[config.mk]
export PLATFORM = sky130hd
export DESIGN_NAME = conv3_mac
export DESIGN_NICKNAME = d
export VERILOG_FILES = /design/src/sv/conv3_pkg.sv /design/src/sv/conv3_mac.sv
export SDC_FILE = /design/constraint.sdc
export NUM_CORES = 1
export LEC_CHECK = 0
export ABC_AREA = 1
export BUFFER_PORTS_ARGS = -buffer_cell sky130_fd_sc_hd__buf_2
export CORE_MARGIN = 1.5
export CORE_UTILIZATION = 40
export DETAILED_ROUTE_END_ITERATION = 6
export SLEW_MARGIN = 25
export SYNTH_ARGS = -nofsm -noshare
export SYNTH_HDL_FRONTEND = slang
export SYNTH_SLANG_ARGS = --single-unit
[constraint.sdc]
create_clock -name clk_i -period 4.15 [get_ports clk_i]
set_input_delay 0.83 -clock clk_i [delete_from_list [all_inputs] [get_ports clk_i]]
set_output_delay 0.83 -clock clk_i [all_outputs]
set_load 0.02 [all_outputs]
[src/sv/conv3_pkg.sv]
// ----------------------------------------------------------------------------
// conv3_pkg: shared types and constants of the 3x3 weighted filter
// Pixel, coordinate and configuration widths, window and result types.
// ----------------------------------------------------------------------------
package conv3_pkg;

  localparam int PIX_W        = 8;
  localparam int COORD_W      = 11;
  localparam int DIM_W        = 12;
  localparam int WROW_W       = 24;
  localparam int CFG_IDX_W    = 3;
  localparam int PROD_W       = 2 * PIX_W;
  localparam int SUM_W        = PROD_W + 4;
  localparam int SUM_SHIFT    = 4;
  localparam int PIX_MAX      = 255;

  localparam int MAX_WIDTH_DEF  = 2048;
  localparam int MAX_HEIGHT_DEF = 2048;

  // Results that may be pending between acceptance and delivery.
  localparam int OUT_DEPTH = 8;
  localparam int OUT_PTR_W = $clog2(OUT_DEPTH);
  localparam int OUT_CNT_W = $clog2(OUT_DEPTH + 1);

  localparam logic [DIM_W-1:0]  WIDTH_RST   = 12'd640;
  localparam logic [DIM_W-1:0]  HEIGHT_RST  = 12'd480;
  localparam logic [WROW_W-1:0] WTOP_RST    = 24'h010201;
  localparam logic [WROW_W-1:0] WMID_RST    = 24'h030403;
  localparam logic [WROW_W-1:0] WBOT_RST    = 24'h010201;

  typedef enum logic [CFG_IDX_W-1:0] {
    CFG_IMAGE_WIDTH  = 3'd0,
    CFG_IMAGE_HEIGHT = 3'd1,
    CFG_WEIGHTS_TOP  = 3'd2,
    CFG_WEIGHTS_MID  = 3'd3,
    CFG_WEIGHTS_BOT  = 3'd4
  } cfg_idx_e;

  // [row][col][bit]; col 0 is the left (oldest) column, row 0 the top row.
  typedef logic [2:0][2:0][PIX_W-1:0] win_t;

  typedef struct packed {
    logic               emit;
    logic               last;
    logic [COORD_W-1:0] row;
    logic [COORD_W-1:0] col;
  } tag_t;

  typedef struct packed {
    logic [PIX_W-1:0]   pixel;
    logic [COORD_W-1:0] row;
    logic [COORD_W-1:0] col;
    logic               last;
  } res_t;

endpackage

[src/sv/conv3_mac.sv]
// ----------------------------------------------------------------------------
// conv3_mac: weighted sum of the 3x3 window
// Registers the nine products, then adds, scales by 1/16 and saturates.
// ----------------------------------------------------------------------------
module conv3_mac (
  input  logic                                clk_i,
  input  logic                                rst_ni,
  input  conv3_pkg::win_t                     win_i,
  input  conv3_pkg::tag_t                     tag_i,
  input  logic [2:0][2:0][conv3_pkg::PIX_W-1:0] weights_i,
  output logic                                res_valid_o,
  output conv3_pkg::res_t                     res_o
);
  import conv3_pkg::*;

  logic [2:0][2:0][PROD_W-1:0] prod_q;
  logic                        emit_q, last_q;
  logic [COORD_W-1:0]          row_q, col_q;
  logic [SUM_W-1:0]            sum;
  logic [SUM_W-SUM_SHIFT-1:0]  scaled;

  always_ff @(posedge clk_i or negedge rst_ni) begin
    if (!rst_ni) begin
      emit_q <= 1'b0;
    end else begin
      emit_q <= tag_i.emit;
    end
  end

  always_ff @(posedge clk_i) begin
    last_q <= tag_i.last;
    row_q  <= tag_i.row;
    col_q  <= tag_i.col;
    for (int k = 0; k < 3; k++) begin
      for (int j = 0; j < 3; j++) begin
        prod_q[k][j] <= PROD_W'(win_i[k][j]) * PROD_W'(weights_i[k][j]);
      end
    end
  end

  always_comb begin
    sum = '0;
    for (int k = 0; k < 3; k++) begin
      for (int j = 0; j < 3; j++) begin
        sum = sum + SUM_W'(prod_q[k][j]);
      end
    end
    scaled = sum[SUM_W-1:SUM_SHIFT];
    if (scaled > (SUM_W-SUM_SHIFT)'(PIX_MAX)) begin
      res_o.pixel = PIX_W'(PIX_MAX);
    end else begin
      res_o.pixel = scaled[PIX_W-1:0];
    end
    res_o.row  = row_q;
    res_o.col  = col_q;
    res_o.last = last_q;
  end

  assign res_valid_o = emit_q;

endmodule

==> impl_metrics.py, run 1 <==
metrics = {
    "run_status": {
        "status": "finished, violations left",
        "violations": "setup timing",
    },
    "setup_path": {
        "cpMaxStageDelayCell": "fa_1",
        "critPathLaunch": "prod_q[12]",
        "cp_max_fo": 8,
        "arrival_ns": 4.43,
        "worstPathCellList": "inv_1, fa_1, inv_1, fa_1, fa_1, inv_1, fa_1, inv_1, ha_4, nand2_2, nor2_2, inv_1, buf_4, nor4_1, nand2_1, nand3_2, nor2_4, buf_12, nand3_1, buf_2",
        "cp-start-kind": "flop",
        "critPathCapture": "res_o[28]",
        "end_kind": "output port",
        "setup.worst_path.class": "flop to output port",
        "slowest_delay_ns": 0.53,
        "path_common_cell": "inv_1",
        "worstPathRequired_ns": 3.32,
    },
    "drt": {
        "num_vias": 20700,
        "drt_iter0_drc": 806,
        "wire_per_inst_microns": 13.2,
        "viasPerCell": 4.43,
        "detail-route-antenna-nets": 0,
        "remaining_drc_errors": 0,
        "wl_microns": 61500,
        "drtPass1Iterations": 5,
    },
    "logic_synthesis": {
        "synth_top_cells_by_count": "inv_1, nand2_1, fa_1",
        "yosysMostFrequentCell": "inv_1",
        "synth.distinct_cells": 34,
        "async_flop_share_pct": 0.595,
        "ys.flop_type": "dfxtp_1",
        "synth_edf_count": 0,
        "yosysSeqAreaShare_pct": 12.8,
        "synthTopCellsByArea": "fa_1, ha_1, inv_1",
        "avgSynthCellArea_sq_um": 7.97,
        "synth_top_area_cell": "fa_1",
        "synth-seq-cells": 168,
        "syn_nets": 4245,
        "synth_area_sq_um": 26300,
        "netlist_instances": 3300,
        "ys_warn_count": 0,
        "synth.top_cell.area_share_pct": 33.0,
    },
    "global_routing": {
        "grt_pass1_wl_microns": 104000,
        "grt_max_degree": 19,
        "met3_usage_pct": 1.53,
        "grt_pass1_vias": 21600,
        "grtUsageMet2_pct": 34.4,
        "met1_usage_pct": 25.2,
        "antenna_found_initial": 3,
        "overflow": 0,
        "grt_usage_pct": 19.1,
        "busiest_layer": "met2",
    },
    "clocking": {
        "cts_hold_buf": 0,
        "numCtsBuffers": 17,
        "clk_pin_slew_ns": 0.07,
        "clock_path_buffers": 2,
        "cts_tree": "done",
        "htreeDepth": 4,
        "clock-sinks": 168,
        "cts-root-buf": "clkbuf_16",
    },
    "sta": {
        "maxSlewViolCount": 0,
        "rsz0062_at_grt": "true",
        "max-slew-margin-rel_pct": 71.2,
        "finalCritPeriodShare_pct": 127,
        "worstMarginPinSlew_ns": 0.428,
        "setup_slack_ns": -1.11,
        "fin_crit_ns": 5.26,
        "max_freq_mhz": 190,
        "setup_viol": 8,
        "hold_viol_final": 0,
    },
    "floorplanning": {
        "rows": 93,
        "die_w_microns": 259,
        "initial_utilization_pct": 40.7,
        "core-area_sq_um": 64700,
        "die_h_microns": 259,
        "die_area_sq_um": 67300,
        "num_io_pins": 202,
    },
    "final_layout": {
        "fin_area_sq_um": 33000,
        "area.growth.synth_to_final_pct": 25.4,
        "drive_gt1_share_pct": 23.7,
        "fill_cells": 6263,
        "nets": 4750,
        "antenna_cells": 0,
    },
    "placed_design": {
        "place_hpwl_microns": 55100,
        "io_buffers": 201,
        "dp_worst_setup_slack_ns": -0.744,
        "dpl-instance-area_sq_um": 31600,
        "gp_congestion": 0.886,
    },
    "flow_run": {
        "max_cap_violations": 0,
    },
    "hold_path": {
        "hold_class": "primary input to asynchronous set/reset pin",
    },
}
per-layer routing:
layer,wire length [microns],part of all wire [%],vias up
met5,16,0.026,-
met4,811,1.3,2
met3,1510,2.5,42
met2,30600,50,250
met1,28500,46,9945
li1,-,-,10500
sequential cells by signal, indices dropped and copies added, names as in the netlist:
name,flops
col_q,11
last_q,1
prod_q,144
res_valid_o,1
row_q,11
worst min-delay path by stage:
stage | slack (ns) | endpoint
3_5_place_dp | 0.61 | res_valid_o
3_3_place_gp | 0.60 | res_valid_o
2_1_floorplan | 0.53 | res_valid_o
6_report | 0.15 | res_valid_o
5_1_grt | 0.13 | res_valid_o
4_1_cts | 0.13 | res_valid_o
cell type report:
| class | instances | area (sq um) | share of cell area (%) |
|---|---|---|---|
| inverter | 987 | 3710 | 11.2 |
| clock buffer | 18 | 439 | 1.33 |
| tap | 855 | 1070 | 3.24 |
| multi-input combinational | 2000 | 19800 | 60.1 |
| timing repair buffer | 631 | 4430 | 13.4 |
| sequential | 168 | 3370 | 10.2 |
| clock inverter | 14 | 159 | 0.482 |
through the flow:
step,std cells,utilization [%],TNS (ns),hold WS [ns]
5_1_grt,4673,51.0,-10.50,0.129
6_report,4673,51.0,-8.79,0.147
3_5_place_dp,4629,48.8,-23.14,0.606
2_1_floorplan,3300,-,-3.12,0.534
3_3_place_gp,4629,48.8,-22.60,0.605
4_1_cts,4666,50.1,-8.89,0.125
kinds of logic (layout without fill, tap and decap cells):
kind of cell    Yosys count  after routing  share of synthesized area, %
fa+ha+maj               775            775                          49.2
buf+inv                1132           1650                          16.2
simple gates            938            938                          14.4
compound gates          172            172                          3.57
xor+xnor                115            115                          3.83
flops                   168            168                          12.8
worst max-delay path: cells and delay by family (launching register included):
family | cells | cell delay (ns)
flops | 1 | 0.31
simple gates | 7 | 0.68
fa+ha+maj | 5 | 2.26
buf+inv | 8 | 0.73
placed cells by master, fill, tap and decap left out, types with 38 or more instances in the layout:
cell type	n
buf_4	431
dfxtp_1	163
ha_4	38
nand2_1	742
xor2_1	71
nand2_2	40
a21oi_1	59
a21oi_2	45
inv_1	953
ha_1	303
buf_2	173
fa_1	426
nand3_1	53
what timing repair did:
item                                   in CTS  in global routing
pin swaps                                  15                 61
buffers inserted                            5                 10
endpoints found under the hold margin       0                  0
setup endpoints to repair                  13                 33
gates resized for setup                    45                156
Power of run 1 is left out: the tool's default activity adds up to more than one toggle a clock period on the data nets, which glitch-free logic cannot reach.
==> run 2, diff against run 1 <==
--- a/config.mk
+++ b/config.mk
@@ -10,6 +10,7 @@
 export CORE_MARGIN = 1.5
 export CORE_UTILIZATION = 40
 export DETAILED_ROUTE_END_ITERATION = 6
+export PLACE_DENSITY = 0.63
 export SLEW_MARGIN = 25
 export SYNTH_ARGS = -nofsm -noshare
 export SYNTH_HDL_FRONTEND = slang
==> run 2 against run 1 <==
  * Flip-flop and latch count stayed put
  * Critical path depth stayed put
  * Critical endpoint is now res_o[25]
  * Cell count unchanged
  * The flow still finishes with violations (setup timing)
==> impl_metrics.py, run 2 (synthesis results as in run 1) <==
metrics = {
    "final_layout": {
        "regArea_sq_um": 3380,
        "drive_gt1_share_pct": 24.4,
        "mostFrequentLayoutCells": "inv_1, nand2_1, buf_4",
        "regMostFlops": "prod_q",
        "nets": 4749,
        "multi_input_area_sq_um": 19900,
        "top_regs": "prod_q x144, col_q x11, row_q x11",
        "fill_cells": 6159,
        "area.growth.synth_to_final_pct": 25.8,
        "final_common_cell": "inv_1",
        "largest_reg_flops": 144,
    },
    "global_routing": {
        "grt_max_degree": 17,
        "overflow": 0,
        "grt_usage_pct": 19.3,
        "grt_pass1_wl_microns": 106000,
        "antenna_found_initial": 3,
        "grt_pass1_vias": 22200,
    },
    "clocking": {
        "numCtsBuffers": 17,
        "cts_tree": "done",
        "clock-sinks": 168,
        "htreeDepth": 4,
        "clock_path_buffers": 2,
        "cts-root-buf": "clkbuf_16",
        "clk_pin_slew_ns": 0.06,
    },
    "sta": {
        "worstMarginPinSlew_ns": 0.384,
        "setup_slack_ns": -1.12,
        "fin_crit_ns": 5.27,
        "finalCritPeriodShare_pct": 127,
        "setup_viol": 8,
        "whs_ns": 0.160,
        "max-slew-margin-rel_pct": 74.2,
        "maxSlewViolCount": 0,
        "rsz0062_at_grt": "true",
        "hold_viol_final": 0,
        "max_freq_mhz": 190,
    },
    "drt": {
        "drtPass1Iterations": 5,
        "wl_met2_microns": 30900,
        "drt_iter0_drc": 677,
        "highest_layer": "met5",
        "wirelength_met1_microns": 28100,
        "detail-route-antenna-nets": 0,
        "remaining_drc_errors": 0,
        "wire_per_inst_microns": 13.3,
        "wl_met3_microns": 2050,
        "viasPerCell": 4.44,
        "num_vias": 20800,
        "wl_microns": 62000,
    },
    "hold_path": {
        "hold_class": "primary input to asynchronous set/reset pin",
    },
    "setup_path": {
        "path_common_cell": "nand2_2",
        "cp_max_fo": 8,
        "end_kind": "output port",
        "cp.depth": 20,
        "critPathBufInv": 4,
        "cpMaxStageDelayCell": "fa_1",
        "cp-start-kind": "flop",
        "worstPathCellList": "fa_1, fa_1, fa_1, inv_1, fa_1, inv_2, ha_4, nand2_4, nor2_2, nand2_2, nand2_2, nand2_2, nand2_2, nand2_2, nand2_2, nand2_2, nor2_4, buf_12, nand3_2, buf_6",
        "cp_top_family": "adder cells",
        "setup.worst_path.class": "flop to output port",
        "slowest_delay_ns": 0.59,
        "worstPathRequired_ns": 3.32,
        "arrival_ns": 4.44,
    },
    "floorplanning": {
        "die_h_microns": 259,
        "die_area_sq_um": 67300,
        "rows": 93,
        "core-area_sq_um": 64700,
        "num_io_pins": 202,
        "initial_utilization_pct": 40.7,
        "die_w_microns": 259,
    },
    "placed_design": {
        "place_hpwl_microns": 55500,
        "io_buffers": 201,
        "dp_worst_setup_slack_ns": -0.755,
        "gp_congestion": 0.881,
    },
    "run_status": {
        "status": "finished, violations left",
        "violations": "setup timing",
    },
    "flow_run": {
        "max_cap_violations": 0,
    },
}
## run 2: cell types whose count changed in the layout (fill, tap and decap cells not counted), moves of 7 or more
cell / before / now
inv_2: 33 / 43
inv_1: 953 / 942
nand2_1: 742 / 731
nand2_2: 40 / 47
buf_2: 173 / 159
buf_6: 16 / 29
## run 2: cell type report
class	count	area share, %
Multi-Input combinational cell	2000	60.0
Timing Repair Buffer	630	13.6
Inverter	987	11.2
Sequential cell	168	10.2
Tap cell	855	3.23
Clock buffer	19	1.34
Clock inverter	13	0.397
Antenna cell	1	0.00756
## run 2: through the flow
step,area (sq um),instances,TNS (ns),utilization [%]
6_report,33100,4673,-8.89,51.2
4_1_cts,32500,4664,-9.24,50.2
3_5_place_dp,31600,4630,-23.11,48.9
3_3_place_gp,31600,4630,-22.76,48.9
5_1_grt,33100,4672,-10.54,51.2
2_1_floorplan,27400,3300,-3.12,-
## run 2: repair_timing
| action | 4_1_cts | 5_1_grt |
|---|---|---|
| setup endpoints to repair | 15 | 31 |
| pin swaps | 16 | 81 |
| resized for setup | 50 | 215 |
| hold buffers | 0 | 0 |
| setup buffers | 2 | 9 |
## run 2: path summary, 6_finish.rpt
check,start,to
worst min-delay path,rst_ni,res_valid_o
worst max-delay path,prod_q[103],res_o[25]
max in group asynchronous,rst_ni,res_valid_o
min in group clk_i,tag_i[16],row_q[5]
## run 2: per-layer routing
layer	up-vias	track usage, %
li1	10500	-
met1	9937	25.1
met2	303	34.8
met3	41	1.79
met4	2	3.50
met5	-	0
Power of run 2 is left out for the same reason.
