==> config.mk <==
export PLATFORM = sky130hd
export DESIGN_NAME = conv3_out_fifo
export DESIGN_NICKNAME = d
export VERILOG_FILES = /design/src/sv/conv3_pkg.sv /design/src/sv/conv3_out_fifo.sv
export SDC_FILE = /design/constraint.sdc
export NUM_CORES = 1
export LEC_CHECK = 0
export BUFFER_PORTS_ARGS = -buffer_cell sky130_fd_sc_hd__buf_2
export CAP_MARGIN = 20
export CORE_ASPECT_RATIO = 1.2
export CORE_MARGIN = 8
export CORE_UTILIZATION = 62
export CTS_BUF_LIST = sky130_fd_sc_hd__clkbuf_8
export DETAILED_ROUTE_END_ITERATION = 6
export GPL_TIMING_DRIVEN = 1
export PLACE_DENSITY = 0.81
export RECOVER_POWER = 50
export SLEW_MARGIN = 25
export SYNTH_ARGS = -nofsm -noshare
export SYNTH_HDL_FRONTEND = slang
export SYNTH_SLANG_ARGS = --single-unit
==> constraint.sdc <==
create_clock -name clk_i -period 3.8 [get_ports clk_i]
set_input_delay 0.38 -clock clk_i [delete_from_list [all_inputs] [get_ports clk_i]]
set_output_delay 0.38 -clock clk_i [all_outputs]
set_load 0.02 [all_outputs]
==> src/sv/conv3_pkg.sv <==
// ----------------------------------------------------------------------------
// conv3_pkg: shared types and constants of the 3x3 weighted filter
// Pixel, coordinate and configuration widths, window and result types.
// ----------------------------------------------------------------------------
package conv3_pkg;

  localparam int PIX_W        = 8;
  localparam int COORD_W      = 11;
  localparam int DIM_W        = 12;
  localparam int WROW_W       = 24;
  localparam int CFG_IDX_W    = 3;
  localparam int PROD_W       = 2 * PIX_W;
  localparam int SUM_W        = PROD_W + 4;
  localparam int SUM_SHIFT    = 4;
  localparam int PIX_MAX      = 255;

  localparam int MAX_WIDTH_DEF  = 2048;
  localparam int MAX_HEIGHT_DEF = 2048;

  // Results that may be pending between acceptance and delivery.
  localparam int OUT_DEPTH = 8;
  localparam int OUT_PTR_W = $clog2(OUT_DEPTH);
  localparam int OUT_CNT_W = $clog2(OUT_DEPTH + 1);

  localparam logic [DIM_W-1:0]  WIDTH_RST   = 12'd640;
  localparam logic [DIM_W-1:0]  HEIGHT_RST  = 12'd480;
  localparam logic [WROW_W-1:0] WTOP_RST    = 24'h010201;
  localparam logic [WROW_W-1:0] WMID_RST    = 24'h030403;
  localparam logic [WROW_W-1:0] WBOT_RST    = 24'h010201;

  typedef enum logic [CFG_IDX_W-1:0] {
    CFG_IMAGE_WIDTH  = 3'd0,
    CFG_IMAGE_HEIGHT = 3'd1,
    CFG_WEIGHTS_TOP  = 3'd2,
    CFG_WEIGHTS_MID  = 3'd3,
    CFG_WEIGHTS_BOT  = 3'd4
  } cfg_idx_e;

  // [row][col][bit]; col 0 is the left (oldest) column, row 0 the top row.
  typedef logic [2:0][2:0][PIX_W-1:0] win_t;

  typedef struct packed {
    logic               emit;
    logic               last;
    logic [COORD_W-1:0] row;
    logic [COORD_W-1:0] col;
  } tag_t;

  typedef struct packed {
    logic [PIX_W-1:0]   pixel;
    logic [COORD_W-1:0] row;
    logic [COORD_W-1:0] col;
    logic               last;
  } res_t;

endpackage

==> src/sv/conv3_out_fifo.sv <==
// ----------------------------------------------------------------------------
// conv3_out_fifo: result queue
// Holds finished results until the sink takes them.
// ----------------------------------------------------------------------------
module conv3_out_fifo (
  input  logic            clk_i,
  input  logic            rst_ni,
  input  logic            push_i,
  input  conv3_pkg::res_t push_data_i,
  input  logic            pop_i,
  output logic            valid_o,
  output conv3_pkg::res_t data_o
);
  import conv3_pkg::*;

  res_t                 mem_q [OUT_DEPTH];
  logic [OUT_PTR_W-1:0] wr_ptr_q, rd_ptr_q;
  logic [OUT_CNT_W-1:0] cnt_q;

  always_ff @(posedge clk_i or negedge rst_ni) begin
    if (!rst_ni) begin
      wr_ptr_q <= '0;
      rd_ptr_q <= '0;
      cnt_q    <= '0;
    end else begin
      if (push_i) begin
        wr_ptr_q <= wr_ptr_q + OUT_PTR_W'(1);
      end
      if (pop_i) begin
        rd_ptr_q <= rd_ptr_q + OUT_PTR_W'(1);
      end
      if (push_i && !pop_i) begin
        cnt_q <= cnt_q + OUT_CNT_W'(1);
      end else if (pop_i && !push_i) begin
        cnt_q <= cnt_q - OUT_CNT_W'(1);
      end
    end
  end

  always_ff @(posedge clk_i) begin
    if (push_i) begin
      mem_q[wr_ptr_q] <= push_data_i;
    end
  end

  assign valid_o = cnt_q != '0;
  assign data_o  = mem_q[rd_ptr_q];

endmodule

==> metrics, run 1 <==
Port Buf Inserts=between 60 and 70; FF-to-FF path depth=3; Die ar.=~21000 um^2; clock latency at the later pin of the worst-skew pair=500 ps; post-route design area=~11000 um^2; Cell Area, Placed=10800 um^2; ant diodes=0; Vias=roughly 4600; Tmin final=approximately 3200 ps; TritonCTS buffer count=37; Mapped Cells=418; Yosys warnings=0; dominant synthesized flop cell=edfxtp_1; Die Span Y=approximately 160 um; Worst Path Max Fanout=29; largest net degree at the start of global routing=34; leakage=~3.9 nW; synthesized area=10100 um^2; DR iter-0 viols=360; number of flops mapped to enable cells by yosys=between 200 and 250; max_slew headroom=27.3%; Setup crit end kind=output port; ranking of synthesized cells by area=edfxtp_1 73%, mux4_1 16%, mux2_2 3.8%; Hold Fails Final Rpt=0; FF+latch count, synth=approximately 260; top-count cell post-synth=edfxtp_1; Rows=a little over 50; clock tree sinks=about 260; setup violators final=0; Core Region=roughly 16000 um^2; total negative setup slack=0 ps; router iterations before antenna repair=4; Cell Count, Final, Fillers Out=between 700 and 800; Least-Margin Pin Slew=between 1000 and 1500 ps; Max Fclk=around 0.32 GHz; worst hold endpoint=wr_ptr_q[0]; root buf cell=clkbuf_8; hold_ws=175 ps; Clock Pin Slew Worst Setup and Hold Paths=~60 ps; Total GRT Usage=17.6%; PwrDens=around 740 nW/um^2; RSZ-0062 raised after global routing=false; Die Wd=133 um; crit share post-route=~83%; critical path arrival=2770 ps; Yosys top cell area share=between 70% and 80%; synthesis-to-finish area growth=12.6%; leading area contributor after synthesis=edfxtp_1; DR vias/cell=between 6 and 7; CTS tree=yes; Worst Setup Start Kind=flip-flop; Resized Gates After CTS=0; Worst Skew=a little under 20 ps; Netlist cell types=26; share of cells above drive strength 1=between 20 and 25%; CTS max path bufs=3; CTS H-Tree Depth=2; R2R Path Start=wr_ptr_q[1]; per-cell routed wire length=about 24 um; share of flip-flops with an asynchronous set or reset=3.88%; HP Class=in -> reg; vias in the first global route=about 5000; DP Wirelength=10700 um; r2r endpoint=mem_q[4][9]; first-pass GRT wire length=approximately 27000 um; Slew Limit Fails=0; syn avg cell area=~24 um^2; GPL Wtd Cong=approximately 0.7; DRC violations left=0; initial antenna violation count=0; commonest cells in the netlist=248 x edfxtp_1, 62 x mux4_1, 34 x mux2_2; starting utilization of the core area=approximately 63%; Hold Path Origin=push_i; CP Class=reg -> out; Seq/Total Area, Yosys=roughly three quarters; Critical Path RT=between 3000 and 4000 ps; Boundary Pins=67; placed cells=~690; final WL=17900 um; max-capacitance violation count=0; Final nets=between 500 and 600; GR Overflow Total=0; flop-to-flop setup slack=between 1500 and 2000 ps; worst ir drop on vdd=~0.00043 V; status=finished clean; Setup Fix Bufs, Post-CTS=0; syn nets=between 400 and 500; Hold Path Stages=2; Routed Antenna Nets=0
timing repair:
action	CTS	global route
endpoints found under the setup margin	0	0
hold buffers	1	0
hold endpoints to repair	10	0
layer usage:
layer	wire (um)	GRT usage, %	part of all wire (%)
met1	6920	20.4	39
met2	9640	31.8	54
met3	844	3.38	4.7
met4	448	6.72	2.5
met5	0	0	0
registers in the layout (all words and copies together) (netlist names):
name	cells
cnt_q	4
mem_q	248
rd_ptr_q	3
wr_ptr_q	3
critical path, cell delays in order, from the launching register on:
cell	delay, ps
dfrtp_1	1060
buf_4	420
mux4_1	340
mux2_2	290
buf_2	160
cells in the final DEF (no fill, tap or decap), drive strengths merged, types with 2 or more instances in the layout:
| cell type | n |
|---|---|
| nand2b | 3 |
| or4 | 2 |
| edfxtp | 248 |
| buf | 44 |
| o211ai | 2 |
| nor2 | 6 |
| ha | 5 |
| a21oi | 2 |
| mux4 | 62 |
| mux2 | 34 |
| nor3 | 3 |
| clkbuf | 73 |
| nand3 | 2 |
| xor2 | 2 |
| xnor2 | 4 |
| dfrtp | 10 |
| nand2 | 6 |
| inv | 10 |
| clkinv | 16 |
layout make-up:
class | count | area [um^2]
Fill cell | 931 | 4720
Multi-Input combinational cell | 139 | 2370
Sequential cell | 258 | 7700
Timing Repair Buffer | 79 | 410
Clock buffer | 39 | 537
Tap cell | 212 | 265
Clock inverter | 25 | 134
Inverter | 2 | 7.51
metrics by stage:
stage / util [%] / power, mW / worst slack, ps
after floorplan: - / 5.75 / 629
after global placement: 66.9 / 6.48 / 1280
after detailed placement: 66.9 / 6.55 / 1250
after CTS: 71.1 / 8.53 / 732
after global routing: 70.8 / 8.82 / 444
final: 70.8 / 8.43 / 647
logic make-up (layout without fill, tap and decap cells):
kind of cell | Yosys count | count (layout) | synth area share (%)
AO/OA/AOI/OAI | 6 | 6 | 0.407
XOR/XNOR | 6 | 6 | 0.518
adder cells (fa/ha/maj) | 6 | 6 | 0.814
buffers and inverters | 21 | 145 | 1.31
flip-flops | 258 | 258 | 75.9
multiplexers | 97 | 97 | 19.9
AND/OR/NAND/NOR | 24 | 24 | 1.16
power by group:
part / internal, mW / switching [mW] / total, mW
Clock: 1.02 / 0.963 / 1.98
Sequential: 3.59 / 0.345 / 3.93
Combinational: 1.21 / 1.30 / 2.51
how the worst max path moves through the flow:
stage / end / slack, ps / startpoint / cells after the start
after global placement: data_o[29] / 1280 / rd_ptr_q[0] / 4
after global routing: data_o[12] / 440 / rd_ptr_q[1] / 4
after detailed placement: data_o[29] / 1250 / rd_ptr_q[0] / 4
after CTS: data_o[9] / 730 / rd_ptr_q[0] / 4
final: data_o[12] / 650 / rd_ptr_q[1] / 4
after floorplan: mem_q[0][0] / 630 / wr_ptr_q[1] / 2
(Power assumes the default switching activity.)
==> run 2, diff against run 1 <==
ABC_AREA = 1   (was default)
CORE_UTILIZATION = 57   (was 62)
PLACE_DENSITY = 0.78   (was 0.81)
clock period = 2.6 ns   (was 3.8 ns; I/O delays follow)
==> run 2 against run 1 <==
Setup slack worse by 480 ps. Die area up 18%. Clock-buffer cell count up 1.
==> metrics, run 2 <==
status=finished clean (unchanged); CP Class=reg -> out (unchanged); worst hold endpoint=mem_q[5][24] (was wr_ptr_q[0]); max_slew headroom=36.3% (was 27.3%); top-count cell post-synth=nand2_1 (was edfxtp_1); first-pass GRT wire length=36900 um (was 27400 um); Critical Path RT=2340 ps (was 3420 ps); DR iter-0 viols=482 (was 360); TritonCTS buffer count=40 (was 37); PwrDens=1060 nW/um^2 (was 738 nW/um^2); Max Fclk=0.411 GHz; DP Wirelength=13000 um (was 10700 um); Crit-path slowest cell=buf_4 (was dfrtp_1); syn avg cell area=9.81 um^2 (was 24.3 um^2); Least-Margin Pin Slew=951 ps (was 1090 ps); GR Overflow Total=0 (unchanged); vias in the first global route=7667 (was 4917); ant diodes=0 (unchanged); Yosys top cell area share=66.2% (was 73.4%); Slew Limit Fails=0 (unchanged); syn nets=1187 (was 459); Port Buf Inserts=66 (unchanged); CP delay by family, top=buffers and inverters (was flip-flops); CP bufs+invs=2 (unchanged); CTS H-Tree Depth=2 (unchanged); crit share post-route=approximately 94%; HP Class=in -> reg (unchanged); share of cells above drive strength 1=8.44% (was 24.9%); Die ar.=24500 um^2 (was 20700 um^2); DRC violations left=0 (unchanged); Hold Fails Final Rpt=0 (unchanged); Resized Gates After CTS=0 (unchanged); setup violators final=0 (unchanged); R2R Path Start=wr_ptr_q[0] (was wr_ptr_q[1]); Routed Antenna Nets=0 (unchanged); DR vias/cell=4.87 (was 6.07); Worst Path Max Fanout=64 (was 29); FF-to-FF path depth=3 (unchanged); Worst Setup Start Kind=flip-flop (unchanged); Rows=56 (was 51); Crit path depth=7 (was 4); most common cell after layout, fill and taps aside=nand2_1 (was edfxtp_1); commonest cells in the netlist=428 x nand2_1, 257 x nor2_1, 248 x edfxtp_1 (was 248 x edfxtp_1, 62 x mux4_1, 34 x mux2_2); FF+latch count, synth=258 (unchanged); number of flops mapped to enable cells by yosys=248 (unchanged); leakage=5.64 nW (was 3.89 nW); Tmin final=approximately 2400 ps; r2r endpoint=mem_q[4][18] (was mem_q[4][9]); synthesized area=11200 um^2 (was 10100 um^2); Die Wd=144 um (was 133 um); ranking of synthesized cells by area=edfxtp_1 66%, nand2_1 14%, nor2_1 8.6% (was edfxtp_1 73%, mux4_1 16%, mux2_2 3.8%); GPL Wtd Cong=0.749 (was 0.701); crit path cell chain=buf_4, nor2_1, nand2_1, nand2_1, nand2_1, nand2_1, buf_2 (was buf_4, mux4_1, mux2_2, buf_2); max reg flops=248 (unchanged); Cell Area, Placed=12000 um^2 (was 10800 um^2); Hold Path Origin=push_data_i[24] (was push_i); Core Region=19500 um^2 (was 16100 um^2); largest net degree at the start of global routing=65 (was 34); total negative setup slack=0 ps (unchanged); Yosys warnings=0 (unchanged); per-cell routed wire length=14.8 um (was 23.7 um); router iterations before antenna repair=5 (was 4); Clock Pin Slew Worst Setup and Hold Paths=60 ps (about the same); CTS max path bufs=3 (unchanged); crit-path max cell delay=640 ps (was 1060 ps); leading area contributor after synthesis=edfxtp_1 (unchanged); Fillers=1474 (was 931); most frequent cells in the layout=428 x nand2_1, 251 x nor2_1, 248 x edfxtp_1, 150 x inv_1, 40 x clkbuf_8 (was 248 x edfxtp_1, 62 x mux4_1, 39 x clkbuf_8, 34 x mux2_2, 34 x clkbuf_1); Worst Skew=30.7 ps (was 19.5 ps); clock latency at the later pin of the worst-skew pair=550 ps (was 500 ps); dominant synthesized flop cell=edfxtp_1 (unchanged); CP dominant cell by count=nand2_1; post-layout util=66.1% (was 70.8%); Final nets=1297 (was 558); final WL=22800 um (was 17900 um); Boundary Pins=67 (unchanged); starting utilization of the core area=57.7% (was 62.8%); Setup crit end kind=output port (unchanged); flop-to-flop setup slack=440 ps (was 1680 ps); most flop-heavy register=mem_q (unchanged); share of flip-flops with an asynchronous set or reset=3.88% (unchanged); critical path arrival=2180 ps (was 2770 ps); initial antenna violation count=0 (unchanged); Seq/Total Area, Yosys=68.5% (was 75.9%); clock tree sinks=258 (unchanged); root buf cell=clkbuf_8 (unchanged); Mapped Cells=1146 (was 418); Total GRT Usage=19.4% (was 17.6%); Netlist cell types=19 (was 26); max-capacitance violation count=0 (unchanged); post-route design area=12900 um^2 (was 11400 um^2); CTS tree=yes (unchanged); Hold Path Stages=1 (was 2); worst ir drop on vdd=0.000687 V (was 0.000428 V); synthesis-to-finish area growth=14.6% (was 12.6%); top flop regs=mem_q: 248 flops, cnt_q: 4 flops (unchanged); RSZ-0062 raised after global routing=false (unchanged); Vias=7512 (was 4576); Die Span Y=170 um (was 156 um)
-- run 2: changes by cell type in the layout (fill, tap and decap cells not counted), moves of 3 or more --
cell / change
mux2_2: -34
buf_12: +11
inv_1: +141
mux4_1: -62
nand2b_1: -3
clkinv_2: -6
nor2_1: +251
dlygate4sd3_1: +26
nand2_1: +422
-- run 2: how the worst max path moves through the flow --
stage / end / slack, ps / start
floorplan: mem_q[0][0] / 130 / wr_ptr_q[0]
global placement: data_o[14] / 690 / rd_ptr_q[0]
detailed placement: data_o[5] / 650 / rd_ptr_q[0]
CTS: data_o[14] / 60 / rd_ptr_q[0]
global route: data_o[29] / 10 / rd_ptr_q[1]
finish: data_o[18] / 160 / rd_ptr_q[1]
-- run 2: area by class of cell --
| class | count | area, um^2 | area share, % |
|---|---|---|---|
| multi-input cells | 704 | 2790 | 21.6 |
| inverters | 136 | 510 | 3.96 |
| clock inverters | 26 | 108 | 0.835 |
| repair buffers | 116 | 901 | 6.99 |
| flip-flops and latches | 258 | 7700 | 59.8 |
| well taps | 261 | 327 | 2.53 |
| clock buffers | 40 | 551 | 4.27 |
-- run 2: metal layers --
metal | up-vias | GRT usage (%) | routed length, um
met5 | - | 0 | 0
met4 | 0 | 9.16 | 712
met3 | 57 | 3.11 | 1360
met2 | 230 | 34.0 | 11600
met1 | 3459 | 22.8 | 9090
li1 | 3766 | - | -
-- run 2: logic make-up (layout without fill, tap and decap cells) --
| group | after synthesis | in the layout | synth area share (%) |
|---|---|---|---|
| AOI/OAI and AO/OA | 4 | 4 | 0.178 |
| xor gates and xnor gates | 5 | 5 | 0.390 |
| adders and majority gates | 6 | 6 | 0.734 |
| buffers and inverters | 184 | 318 | 7.17 |
| DFF | 258 | 258 | 68.5 |
| and+or+nand+nor | 689 | 689 | 23.1 |
-- run 2: what timing repair did --
item | CTS | global route
hold buffers | 27 | 0
setup buffers | 0 | 1
setup endpoints to repair | 0 | 15
endpoints found under the hold margin | 188 | 0
-- run 2: where the power goes --
part / total, mW / internal, mW / switching (mW)
sequential: 5.32 / 5.06 / 0.255
clock: 2.87 / 1.42 / 1.45
combinational: 5.47 / 1.78 / 3.69
-- run 2: through the flow --
| stage | std cells | hold slack (ps) | setup WS, ps | power, mW |
|---|---|---|---|---|
| 6_report | 1541 | 107 | 165 | 13.7 |
| 5_1_grt | 1541 | 113 | 10.3 | 14.6 |
| 4_1_cts | 1540 | 0.102 | 59.4 | 13.7 |
| 3_5_place_dp | 1447 | 135 | 647 | 10.8 |
| 3_3_place_gp | 1447 | 129 | 687 | 10.7 |
| 2_1_floorplan | 1146 | -35.6 | 133 | 9.24 |
